===== src/design/mtcd_pkg.sv =====
package mtcd_pkg;

    localparam int CUR_W       = 15;
    localparam int SUM_W       = 33;
    localparam int CNT_W       = 3;
    localparam int TOT_W       = 35;
    localparam int DVD_W       = 36;
    localparam int DIG_W       = 18;
    localparam int DIV_STEPS   = 2;
    localparam int RECIP_SH    = 28;
    localparam int QUO_W       = 31;
    localparam int PROD_W      = 32;
    localparam int RAD_W       = 32;
    localparam int ROOT_W      = 16;
    localparam int SREM_W      = 18;
    localparam int SQ_STEPS    = 16;
    localparam int STEP_W      = 6;
    localparam int CFG_IDX_W   = 1;
    localparam int CFG_DATA_W  = 15;
    localparam int IN_TDATA_W  = 48;
    localparam int OUT_TDATA_W = 16;

    localparam logic [CFG_IDX_W-1:0] CFG_COMP_ENABLE     = 1'd0;
    localparam logic [CFG_IDX_W-1:0] CFG_STATOR_SETPOINT = 1'd1;

    typedef enum logic [3:0] {
        ST_IDLE,
        ST_SQ_R,
        ST_SQ_S,
        ST_SQ_T,
        ST_ADD_T,
        ST_TOTAL,
        ST_DIV,
        ST_RAD1,
        ST_SQRT1,
        ST_MUL_IS,
        ST_MUL_IQ,
        ST_RAD2,
        ST_SQRT2,
        ST_EMIT
    } t_state;

    typedef enum logic [2:0] {
        MUL_NONE,
        MUL_R,
        MUL_S,
        MUL_T,
        MUL_DSQ,
        MUL_IS,
        MUL_IQ
    } t_mul_sel;

    typedef enum logic [1:0] {
        ACC_NONE,
        ACC_R,
        ACC_S,
        ACC_T
    } t_acc_sel;

    typedef struct packed {
        logic     load_in;
        t_mul_sel mul_sel;
        t_acc_sel acc_sel;
        logic     div_load;
        logic     div_step;
        logic     rad1_load;
        logic     rad_save;
        logic     rad2_load;
        logic     sqrt_step;
        logic     emit;
    } t_dp_cmd;

    typedef struct packed {
        logic enable;
        logic in_ok;
        logic cnt_full;
        logic out_free;
    } t_dp_sts;

endpackage


===== src/design/motor_thermal_comp_dac_top.sv =====
// Thermal compensation DAC for a three-phase motor. Each input transaction
// carries the RMS currents of phases R, S and T (unsigned Q0.15) and a read-ok
// flag. With comp_enable set, good samples are squared and summed; every
// SAMPLES_PER_UPDATE good samples the window mean square gives
// iq = sqrt(2/3*mean - id^2) and then id = sqrt(is^2 - iq^2) (zero where the
// radicand is negative), and one result with DAC code floor(id*32767/32768)
// is sent. A failed read clears id and the window and sends code 0 with the
// read_failed flag. With comp_enable clear, transactions are taken and dropped.
// One item is worked on at a time. A failed read and a window-closing sample
// wait for the output register to be free; a window-closing sample spends most
// of its time in two 16-step square roots, and the divide by
// 3*SAMPLES_PER_UPDATE is done by reciprocal multiplication on 18-bit digits.
// Configuration writes are always taken and must be made while idle.
module motor_thermal_comp_dac_top #(
    parameter int SAMPLES_PER_UPDATE = 5
) (
    input  logic                                i_clk,
    input  logic                                i_rst_n,
    input  logic                                i_cfg_valid,
    output logic                                o_cfg_ready,
    input  logic [mtcd_pkg::CFG_IDX_W-1:0]      i_cfg_index,
    input  logic [mtcd_pkg::CFG_DATA_W-1:0]     i_cfg_data,
    input  logic                                s_axis_tvalid,
    output logic                                s_axis_tready,
    // phase_r_rms [14:0], phase_s_rms [29:15], phase_t_rms [44:30], zero [47:45]
    input  logic [mtcd_pkg::IN_TDATA_W-1:0]     s_axis_tdata,
    // read_ok [0]
    input  logic                                s_axis_tuser,
    output logic                                m_axis_tvalid,
    input  logic                                m_axis_tready,
    // dac_value [14:0], zero [15]
    output logic [mtcd_pkg::OUT_TDATA_W-1:0]    m_axis_tdata,
    // read_failed [0]
    output logic                                m_axis_tuser
);
    import mtcd_pkg::*;

    t_dp_cmd w_cmd;
    t_dp_sts w_sts;

    mtcd_ctrl u_ctrl (
        .i_clk      (i_clk),
        .i_rst_n    (i_rst_n),
        .i_s_tvalid (s_axis_tvalid),
        .o_s_tready (s_axis_tready),
        .i_sts      (w_sts),
        .o_cmd      (w_cmd)
    );

    mtcd_dp #(
        .SAMPLES_PER_UPDATE (SAMPLES_PER_UPDATE)
    ) u_dp (
        .i_clk       (i_clk),
        .i_rst_n     (i_rst_n),
        .i_cfg_valid (i_cfg_valid),
        .o_cfg_ready (o_cfg_ready),
        .i_cfg_index (i_cfg_index),
        .i_cfg_data  (i_cfg_data),
        .i_s_tdata   (s_axis_tdata),
        .i_s_tuser   (s_axis_tuser),
        .o_m_tvalid  (m_axis_tvalid),
        .i_m_tready  (m_axis_tready),
        .o_m_tdata   (m_axis_tdata),
        .o_m_tuser   (m_axis_tuser),
        .i_cmd       (w_cmd),
        .o_sts       (w_sts)
    );

endmodule


===== src/design/mtcd_ctrl.sv =====
module mtcd_ctrl (
    input  logic              i_clk,
    input  logic              i_rst_n,
    input  logic              i_s_tvalid,
    output logic              o_s_tready,
    input  mtcd_pkg::t_dp_sts i_sts,
    output mtcd_pkg::t_dp_cmd o_cmd
);
    import mtcd_pkg::*;

    t_state            r_state, n_state;
    logic [STEP_W-1:0] r_step, n_step;
    logic              w_accept;

    assign o_s_tready = (r_state == ST_IDLE);
    assign w_accept   = i_s_tvalid && (r_state == ST_IDLE);

    always_ff @(posedge i_clk) begin
        if (!i_rst_n) begin
            r_state <= ST_IDLE;
            r_step  <= '0;
        end else begin
            r_state <= n_state;
            r_step  <= n_step;
        end
    end

    always_comb begin
        n_state = r_state;
        n_step  = r_step;
        o_cmd   = '0;
        o_cmd.mul_sel = MUL_NONE;
        o_cmd.acc_sel = ACC_NONE;
        unique case (r_state)
            ST_IDLE: begin
                if (w_accept) begin
                    o_cmd.load_in = 1'b1;
                    priority if (!i_sts.enable) begin
                        n_state = ST_IDLE;
                    end else if (!i_sts.in_ok) begin
                        n_state = ST_EMIT;
                    end else begin
                        n_state = ST_SQ_R;
                    end
                end
            end
            ST_SQ_R: begin
                o_cmd.mul_sel = MUL_R;
                n_state = ST_SQ_S;
            end
            ST_SQ_S: begin
                o_cmd.acc_sel = ACC_R;
                o_cmd.mul_sel = MUL_S;
                n_state = ST_SQ_T;
            end
            ST_SQ_T: begin
                o_cmd.acc_sel = ACC_S;
                o_cmd.mul_sel = MUL_T;
                n_state = ST_ADD_T;
            end
            ST_ADD_T: begin
                o_cmd.acc_sel = ACC_T;
                n_state = i_sts.cnt_full ? ST_TOTAL : ST_IDLE;
            end
            ST_TOTAL: begin
                o_cmd.div_load = 1'b1;
                o_cmd.mul_sel  = MUL_DSQ;
                n_step  = STEP_W'(DIV_STEPS - 1);
                n_state = ST_DIV;
            end
            ST_DIV: begin
                o_cmd.div_step = 1'b1;
                if (r_step == '0) begin
                    n_state = ST_RAD1;
                end else begin
                    n_step = r_step - 1'b1;
                end
            end
            ST_RAD1: begin
                o_cmd.rad1_load = 1'b1;
                n_step  = STEP_W'(SQ_STEPS - 1);
                n_state = ST_SQRT1;
            end
            ST_SQRT1: begin
                o_cmd.sqrt_step = 1'b1;
                if (r_step == '0) begin
                    n_state = ST_MUL_IS;
                end else begin
                    n_step = r_step - 1'b1;
                end
            end
            ST_MUL_IS: begin
                o_cmd.mul_sel = MUL_IS;
                n_state = ST_MUL_IQ;
            end
            ST_MUL_IQ: begin
                o_cmd.rad_save = 1'b1;
                o_cmd.mul_sel  = MUL_IQ;
                n_state = ST_RAD2;
            end
            ST_RAD2: begin
                o_cmd.rad2_load = 1'b1;
                n_step  = STEP_W'(SQ_STEPS - 1);
                n_state = ST_SQRT2;
            end
            ST_SQRT2: begin
                o_cmd.sqrt_step = 1'b1;
                if (r_step == '0) begin
                    n_state = ST_EMIT;
                end else begin
                    n_step = r_step - 1'b1;
                end
            end
            ST_EMIT: begin
                if (i_sts.out_free) begin
                    o_cmd.emit = 1'b1;
                    n_state = ST_IDLE;
                end
            end
            default: begin
                n_state = ST_IDLE;
            end
        endcase
    end

endmodule


===== src/design/mtcd_dp.sv =====
module mtcd_dp #(
    parameter int SAMPLES_PER_UPDATE = 5
) (
    input  logic                                i_clk,
    input  logic                                i_rst_n,
    input  logic                                i_cfg_valid,
    output logic                                o_cfg_ready,
    input  logic [mtcd_pkg::CFG_IDX_W-1:0]      i_cfg_index,
    input  logic [mtcd_pkg::CFG_DATA_W-1:0]     i_cfg_data,
    input  logic [mtcd_pkg::IN_TDATA_W-1:0]     i_s_tdata,
    input  logic                                i_s_tuser,
    output logic                                o_m_tvalid,
    input  logic                                i_m_tready,
    output logic [mtcd_pkg::OUT_TDATA_W-1:0]    o_m_tdata,
    output logic                                o_m_tuser,
    input  mtcd_pkg::t_dp_cmd                   i_cmd,
    output mtcd_pkg::t_dp_sts                   o_sts
);
    import mtcd_pkg::*;

    localparam int DIVISOR = 3 * SAMPLES_PER_UPDATE;
    localparam int DIV_W   = $clog2(DIVISOR + 1);
    localparam int DNUM_W  = DIV_W + DIG_W;
    localparam int DPROD_W = DNUM_W + RECIP_SH;
    localparam logic [RECIP_SH-1:0] RECIP_M  =
        RECIP_SH'((2**RECIP_SH + DIVISOR - 1) / DIVISOR);
    localparam logic [CNT_W-1:0]   CNT_LAST = CNT_W'(SAMPLES_PER_UPDATE - 1);
    localparam logic [CNT_W-1:0]   CNT_FULL = CNT_W'(SAMPLES_PER_UPDATE);

    logic                  r_enable;
    logic [CUR_W-1:0]      r_setpoint;
    logic [CUR_W-1:0]      r_in_r, r_in_s, r_in_t;
    logic                  r_fail;
    logic [SUM_W-1:0]      r_sum_r, r_sum_s, r_sum_t;
    logic [CNT_W-1:0]      r_cnt;
    logic [CUR_W-1:0]      r_d;
    logic [PROD_W-1:0]     r_prod;
    logic [DVD_W-1:0]      r_dvd;
    logic [DIV_W-1:0]      r_drem;
    logic [RAD_W-1:0]      r_rad;
    logic [SREM_W-1:0]     r_srem;
    logic [ROOT_W-1:0]     r_root;
    logic                  r_ovalid;
    logic [CUR_W-1:0]      r_odata;
    logic                  r_ofail;

    logic [ROOT_W-1:0]     w_mul_a;
    logic [PROD_W-1:0]     w_prod;
    logic [TOT_W-1:0]      w_total;
    logic [DNUM_W-1:0]     w_dnum;
    logic [DPROD_W-1:0]    w_dprod;
    logic [DIG_W-1:0]      w_dq;
    logic [DNUM_W-1:0]     w_dqk;
    logic [DIV_W-1:0]      w_drem;
    logic [QUO_W-1:0]      w_quo;
    logic [QUO_W-1:0]      w_dsq;
    logic [QUO_W-1:0]      w_rad1;
    logic [RAD_W-1:0]      w_rad2;
    logic [SREM_W+1:0]     w_strial;
    logic [SREM_W+1:0]     w_stry;
    logic [SREM_W+1:0]     w_sdiff;
    logic                  w_sge;
    logic [CUR_W-1:0]      w_id;
    logic [CUR_W-1:0]      w_dac;

    assign o_cfg_ready = 1'b1;

    always_comb begin
        unique case (i_cmd.mul_sel)
            MUL_NONE: w_mul_a = '0;
            MUL_R:    w_mul_a = {1'b0, r_in_r};
            MUL_S:    w_mul_a = {1'b0, r_in_s};
            MUL_T:    w_mul_a = {1'b0, r_in_t};
            MUL_DSQ:  w_mul_a = {1'b0, r_d};
            MUL_IS:   w_mul_a = {1'b0, r_setpoint};
            MUL_IQ:   w_mul_a = r_root;
            default:  w_mul_a = '0;
        endcase
    end

    assign w_prod   = PROD_W'(w_mul_a) * PROD_W'(w_mul_a);
    assign w_total  = {2'b00, r_sum_r} + {2'b00, r_sum_s} + {2'b00, r_sum_t};

    // divide one 18-bit digit per cycle by reciprocal multiplication
    assign w_dnum   = {r_drem, r_dvd[DVD_W-1 -: DIG_W]};
    assign w_dprod  = DPROD_W'(w_dnum) * DPROD_W'(RECIP_M);
    assign w_dq     = w_dprod[RECIP_SH +: DIG_W];
    assign w_dqk    = DNUM_W'(w_dq) * DNUM_W'(DIVISOR);
    assign w_drem   = DIV_W'(w_dnum - w_dqk);

    assign w_quo    = r_dvd[QUO_W-1:0];
    assign w_dsq    = r_prod[QUO_W-1:0];
    assign w_rad1   = (w_quo >= w_dsq) ? (w_quo - w_dsq) : '0;
    assign w_rad2   = (r_rad >= r_prod) ? (r_rad - r_prod) : '0;

    assign w_strial = {r_srem, r_rad[RAD_W-1 -: 2]};
    assign w_stry   = {2'b00, r_root, 2'b01};
    assign w_sge    = (w_strial >= w_stry);
    assign w_sdiff  = w_strial - w_stry;

    assign w_id     = r_root[CUR_W-1:0];
    assign w_dac    = (w_id == '0) ? '0 : (w_id - 1'b1);

    always_ff @(posedge i_clk) begin
        if (!i_rst_n) begin
            r_enable   <= 1'b0;
            r_setpoint <= '0;
            r_sum_r    <= '0;
            r_sum_s    <= '0;
            r_sum_t    <= '0;
            r_cnt      <= '0;
            r_d        <= '0;
            r_ovalid   <= 1'b0;
        end else begin
            if (i_cfg_valid) begin
                unique case (i_cfg_index)
                    CFG_COMP_ENABLE:     r_enable   <= i_cfg_data[0];
                    CFG_STATOR_SETPOINT: r_setpoint <= i_cfg_data;
                    default: ;
                endcase
            end
            unique case (i_cmd.acc_sel)
                ACC_R: r_sum_r <= r_sum_r + {1'b0, r_prod};
                ACC_S: r_sum_s <= r_sum_s + {1'b0, r_prod};
                ACC_T: begin
                    r_sum_t <= r_sum_t + {1'b0, r_prod};
                    r_cnt   <= r_cnt + 1'b1;
                end
                default: ;
            endcase
            if (i_cmd.emit) begin
                r_sum_r  <= '0;
                r_sum_s  <= '0;
                r_sum_t  <= '0;
                r_cnt    <= '0;
                r_d      <= r_fail ? '0 : w_id;
                r_ovalid <= 1'b1;
            end else if (i_m_tready) begin
                r_ovalid <= 1'b0;
            end
        end
    end

    always_ff @(posedge i_clk) begin
        if (i_cmd.load_in) begin
            r_in_r <= i_s_tdata[CUR_W-1:0];
            r_in_s <= i_s_tdata[2*CUR_W-1:CUR_W];
            r_in_t <= i_s_tdata[3*CUR_W-1:2*CUR_W];
            r_fail <= !i_s_tuser;
        end
        if (i_cmd.mul_sel != MUL_NONE) begin
            r_prod <= w_prod;
        end
        if (i_cmd.div_load) begin
            r_dvd  <= {w_total, 1'b0};
            r_drem <= '0;
        end else if (i_cmd.div_step) begin
            r_dvd  <= {r_dvd[DVD_W-DIG_W-1:0], w_dq};
            r_drem <= w_drem;
        end
        if (i_cmd.rad1_load) begin
            r_rad  <= {1'b0, w_rad1};
            r_srem <= '0;
            r_root <= '0;
        end else if (i_cmd.rad_save) begin
            r_rad  <= r_prod;
        end else if (i_cmd.rad2_load) begin
            r_rad  <= w_rad2;
            r_srem <= '0;
            r_root <= '0;
        end else if (i_cmd.sqrt_step) begin
            r_rad  <= {r_rad[RAD_W-3:0], 2'b00};
            r_srem <= w_sge ? w_sdiff[SREM_W-1:0] : w_strial[SREM_W-1:0];
            r_root <= {r_root[ROOT_W-2:0], w_sge};
        end
        if (i_cmd.emit) begin
            r_odata <= r_fail ? '0 : w_dac;
            r_ofail <= r_fail;
        end
    end

    assign o_m_tvalid = r_ovalid;
    assign o_m_tdata  = {1'b0, r_odata};
    assign o_m_tuser  = r_ofail;

    assign o_sts.enable   = r_enable;
    assign o_sts.in_ok    = i_s_tuser;
    assign o_sts.cnt_full = (r_cnt == CNT_LAST);
    assign o_sts.out_free = !r_ovalid || i_m_tready;

    a_rise_after_emit: assert property (@(posedge i_clk) disable iff (!i_rst_n)
        $rose(r_ovalid) |-> $past(i_cmd.emit))
        else $error("output valid rose without an emit");

    a_window_full: assert property (@(posedge i_clk) disable iff (!i_rst_n)
        i_cmd.div_load |-> (r_cnt == CNT_FULL))
        else $error("window closed with a wrong sample count");

    a_emit_clears: assert property (@(posedge i_clk) disable iff (!i_rst_n)
        i_cmd.emit |=> (r_cnt == '0) && (r_sum_r == '0) && (r_sum_t == '0))
        else $error("window not cleared after emit");

    a_fail_zero: assert property (@(posedge i_clk) disable iff (!i_rst_n)
        (r_ovalid && r_ofail) |-> (r_odata == '0))
        else $error("failed-read transaction carries a nonzero code");

endmodule


===== config.mk =====
export PLATFORM = sky130hd
export DESIGN_NAME = motor_thermal_comp_dac_top
export DESIGN_NICKNAME = d
export VERILOG_FILES = /design/src/design/mtcd_pkg.sv /design/src/design/motor_thermal_comp_dac_top.sv /design/src/design/mtcd_ctrl.sv /design/src/design/mtcd_dp.sv
export SDC_FILE = /design/constraint.sdc
export NUM_CORES = 2
export LEC_CHECK = 0
export BUFFER_PORTS_ARGS = -buffer_cell sky130_fd_sc_hd__buf_4
export CAP_MARGIN = 40
export CORE_MARGIN = 5
export CORE_UTILIZATION = 45
export DETAILED_ROUTE_END_ITERATION = 7
export GPL_TIMING_DRIVEN = 0
export HOLD_SLACK_MARGIN = 0.15
export PLACE_DENSITY = 0.71
export SETUP_SLACK_MARGIN = 0.02
export SLEW_MARGIN = 20
export SYNTH_ARGS = -nofsm -noshare
export SYNTH_HDL_FRONTEND = slang
export SYNTH_SLANG_ARGS = --single-unit

===== constraint.sdc =====
create_clock -name i_clk -period 25.3 [get_ports i_clk]
set_input_delay 6.325 -clock i_clk [delete_from_list [all_inputs] [get_ports i_clk]]
set_output_delay 6.325 -clock i_clk [all_outputs]
set_load 0.01 [all_outputs]

==> summary.md <==
| Metric | Value |
|---|---|
| Status | finished, final reports clean |
| Synth async-reset ratio | 0 |
| Share of layout cells above drive strength 1 | 0.0473 |
| Final hold violations | 0 |
| Final Wtd Congestion | 0.944 |
| PD cells | between 70 and 80 nW/µm² |
| Gate Count Post-Synth | 4055 |
| Core Area | 78900 µm² |
| Cell with the most instances after synthesis | ha_1 |
| Worst slew pin tran | 0.928 ns |
| Clk_lat worst skew | 0.60 ns |
| Seq/Total Area, Yosys | 0.236 |
| IO buf count | 84 |
| Largest net degree at the start of global routing | 36 |
| Highest-delay cell along the critical path | clkbuf_1 |
| Clock H-tree levels | 2 |
| HPWL after DPL | 80700 µm |
| Yosys reg bits | 343 |
| Routed Antenna Nets | 0 |
| GRT Overall Usage | 0.229 |
| Syn_nets | 4853 |
| Worst-path clk slew | 0.06 ns |
| Initial DRC count | 2275 |
| Worst path max stage delay | 0.70 ns |
| Final TNS setup | 0 ns |
| RSZ-0062 raised after global routing | false |
| Clock sink total | 343 |
| Synth top area share | 0.177 |
| Largest cells by area after synthesis | ha_1, edfxtp_1, fa_1 |
| I/O pin count | 90 |
| Post-synth top flop | dfxtp_1 |
| Post-CTS setup buffer count | 0 |
| Initial antenna violation count | 8 |
| Cell area after synthesis | 35800 µm² |
| Die width | 292 µm |
| Setup Viol. Count Final | 0 |
| Worst EP required | 25.60 ns |
| Site row count | between 100 and 150 |
| Worst EP arrival | 10.54 ns |
| Overflow after GRT | 0 |
| Max Cap Violations | 0 |
| Die ar. | about 85000 µm² |
| Fmax | 97.6 MHz |
| Worst VDD drop | approximately 190 µV |
| Most common cell on crit path | fa_1 |
| Crit end category | flop |
| Number of synthesized flops with an enable pin | around 160 |
| Initial core utilization | 0.453 |
| TritonCTS clock tree | yes |
| WL/cell | 19.0 µm |
| CP Launch Type | flop |
| Yosys top cell by area | ha_1 |
| Clk root buf | clkbuf_16 |
| Cell leakage power | approximately 0.018 µW |
| Vias in the first global route | 28898 |
| Slew Viols, Final | 0 |
| Synth Warn # | 0 |
| Maximum root-to-sink buffer count | 3 |
| Syn Area/Cell | around 8.8 µm² |
| Final worst path period share | 0.405 |
| Crit-path max FO | 10 |
| Clk_skew | roughly 0.042 ns |
| Max_slew headroom | 0.379 |
| Post-cts gate resize count | 0 |
| Hold Path Class | reg -> reg |
| Total CTS buffers | 42 |
| Area growth from synthesis to layout | 10.0% |
| Setup Crit Path Kind | reg -> reg |
| Number of vias per cell | approximately 5.7 |
| Residual DRC count | 0 |
| Via count | 30011 |
| Tot Pwr | between 2000 and 3000 µW |
| DR pass1 iterations | 5 |
| Post-route minimum period | 10.24 ns |
| First-pass GRT wire length | roughly 160000 µm |
| Routed WL | between 100000 and 150000 µm |
| Total Nets Final | 4989 |
| Top cells by count, synth | ha_1, inv_1, nand2_1 |
| CTS hold repair buffers | 0 |
| Die height | 292 µm |
| Cell variety after synth | 86 |
## worst max-delay path, delay by kind of cell (launching register included)
family | cells | cell delay, ns
AOI/OAI and AO/OA | 8 | 1.96
DFF | 1 | 0.31
adders and majority gates | 7 | 3.59
buffers and inverters | 8 | 2.22
and+or+nand+nor | 6 | 1.69
xor gates and xnor gates | 1 | 0.18
## routing by layer
layer  track usage  vias up  part of all wire
met5             0        -           0.00038
met2         0.363     1062              0.44
met1         0.311    14204              0.43
li1              -    14515                 -
met3        0.0464      226             0.085
met4        0.0865        4             0.044
## sequential cells by signal, indices dropped and copies added (netlist names), 16 cells and up
register and flops:
u_dp.r_dvd 36, u_dp.r_sum_r 33, u_dp.r_sum_s 33, u_dp.r_sum_t 33, u_dp.r_rad 32, u_dp.r_prod 31, u_dp.r_srem 18, u_dp.r_root 16
## final cells by class
class / instances / area (µm²)
fillers: 7459 / 39500
multi-input cells: 3103 / 25100
flip-flops and latches: 343 / 8460
inverters: 493 / 1850
well taps: 1050 / 1310
clock buffers: 58 / 1280
repair buffers: 92 / 733
plain buffers: 116 / 443
clock inverters: 20 / 214
diodes: 4 / 10.0
## placed cells by master (no fill, tap or decap), types with 159 or more instances in the layout
cell type,n
a21oi_1,307
fa_1,223
edfxtp_1,159
xnor2_1,182
dfxtp_1,184
o21ai_0,160
inv_1,485
nand2_1,393
nor2_1,250
ha_1,505
## logic make-up after synthesis
logic type	Yosys count	share of synthesized area
DFF	343	0.236
AOI/OAI and AO/OA	1070	0.196
muxes	23	0.00651
other	2	0.000210
and+or+nand+nor	1000	0.127
buffers and inverters	609	0.0641
adders and majority gates	728	0.301
xor gates and xnor gates	280	0.0686
## through the flow
stage               hold slack [ns]  setup WS [ns]  cells  utilization  cell area [µm²]
floorplan                     0.418          17.27   4055            -            35800
detailed placement            0.452          15.18   5195        0.479            37800
global route                  0.493          14.65   5275        0.499            39300
CTS                           0.465          15.12   5273        0.498            39300
global placement              0.447          15.33   5189        0.478            37700
finish                        0.458          15.06   5279        0.499            39400
## report_power, final
| part | switching (µW) | leakage, µW | internal [µW] |
|---|---|---|---|
| registers | 37.0 | 0.00296 | 618 |
| clock network | 265 | 0.000738 | 388 |
| logic | 863 | 0.0148 | 715 |
| total | 1160 | 0.0185 | 1720 |
## final timing paths
check                           slack [ns]                           end                      startpoint  depth (start not counted)
worst max-delay path                 15.06     u_dp.r_prod[31]$_DFFE_PP_  u_ctrl.r_state[2]$_SDFFE_PN0P_                         30
worst min register to register        0.46  u_dp.r_srem[16]$_SDFFE_PP0P_    u_dp.r_srem[16]$_SDFFE_PP0P_                          2
worst max register to register       15.06     u_dp.r_prod[31]$_DFFE_PP_  u_ctrl.r_state[2]$_SDFFE_PN0P_                         30
worst min-delay path                  0.46  u_dp.r_srem[16]$_SDFFE_PP0P_    u_dp.r_srem[16]$_SDFFE_PP0P_                          2
Power figures use the tool's default switching activity.
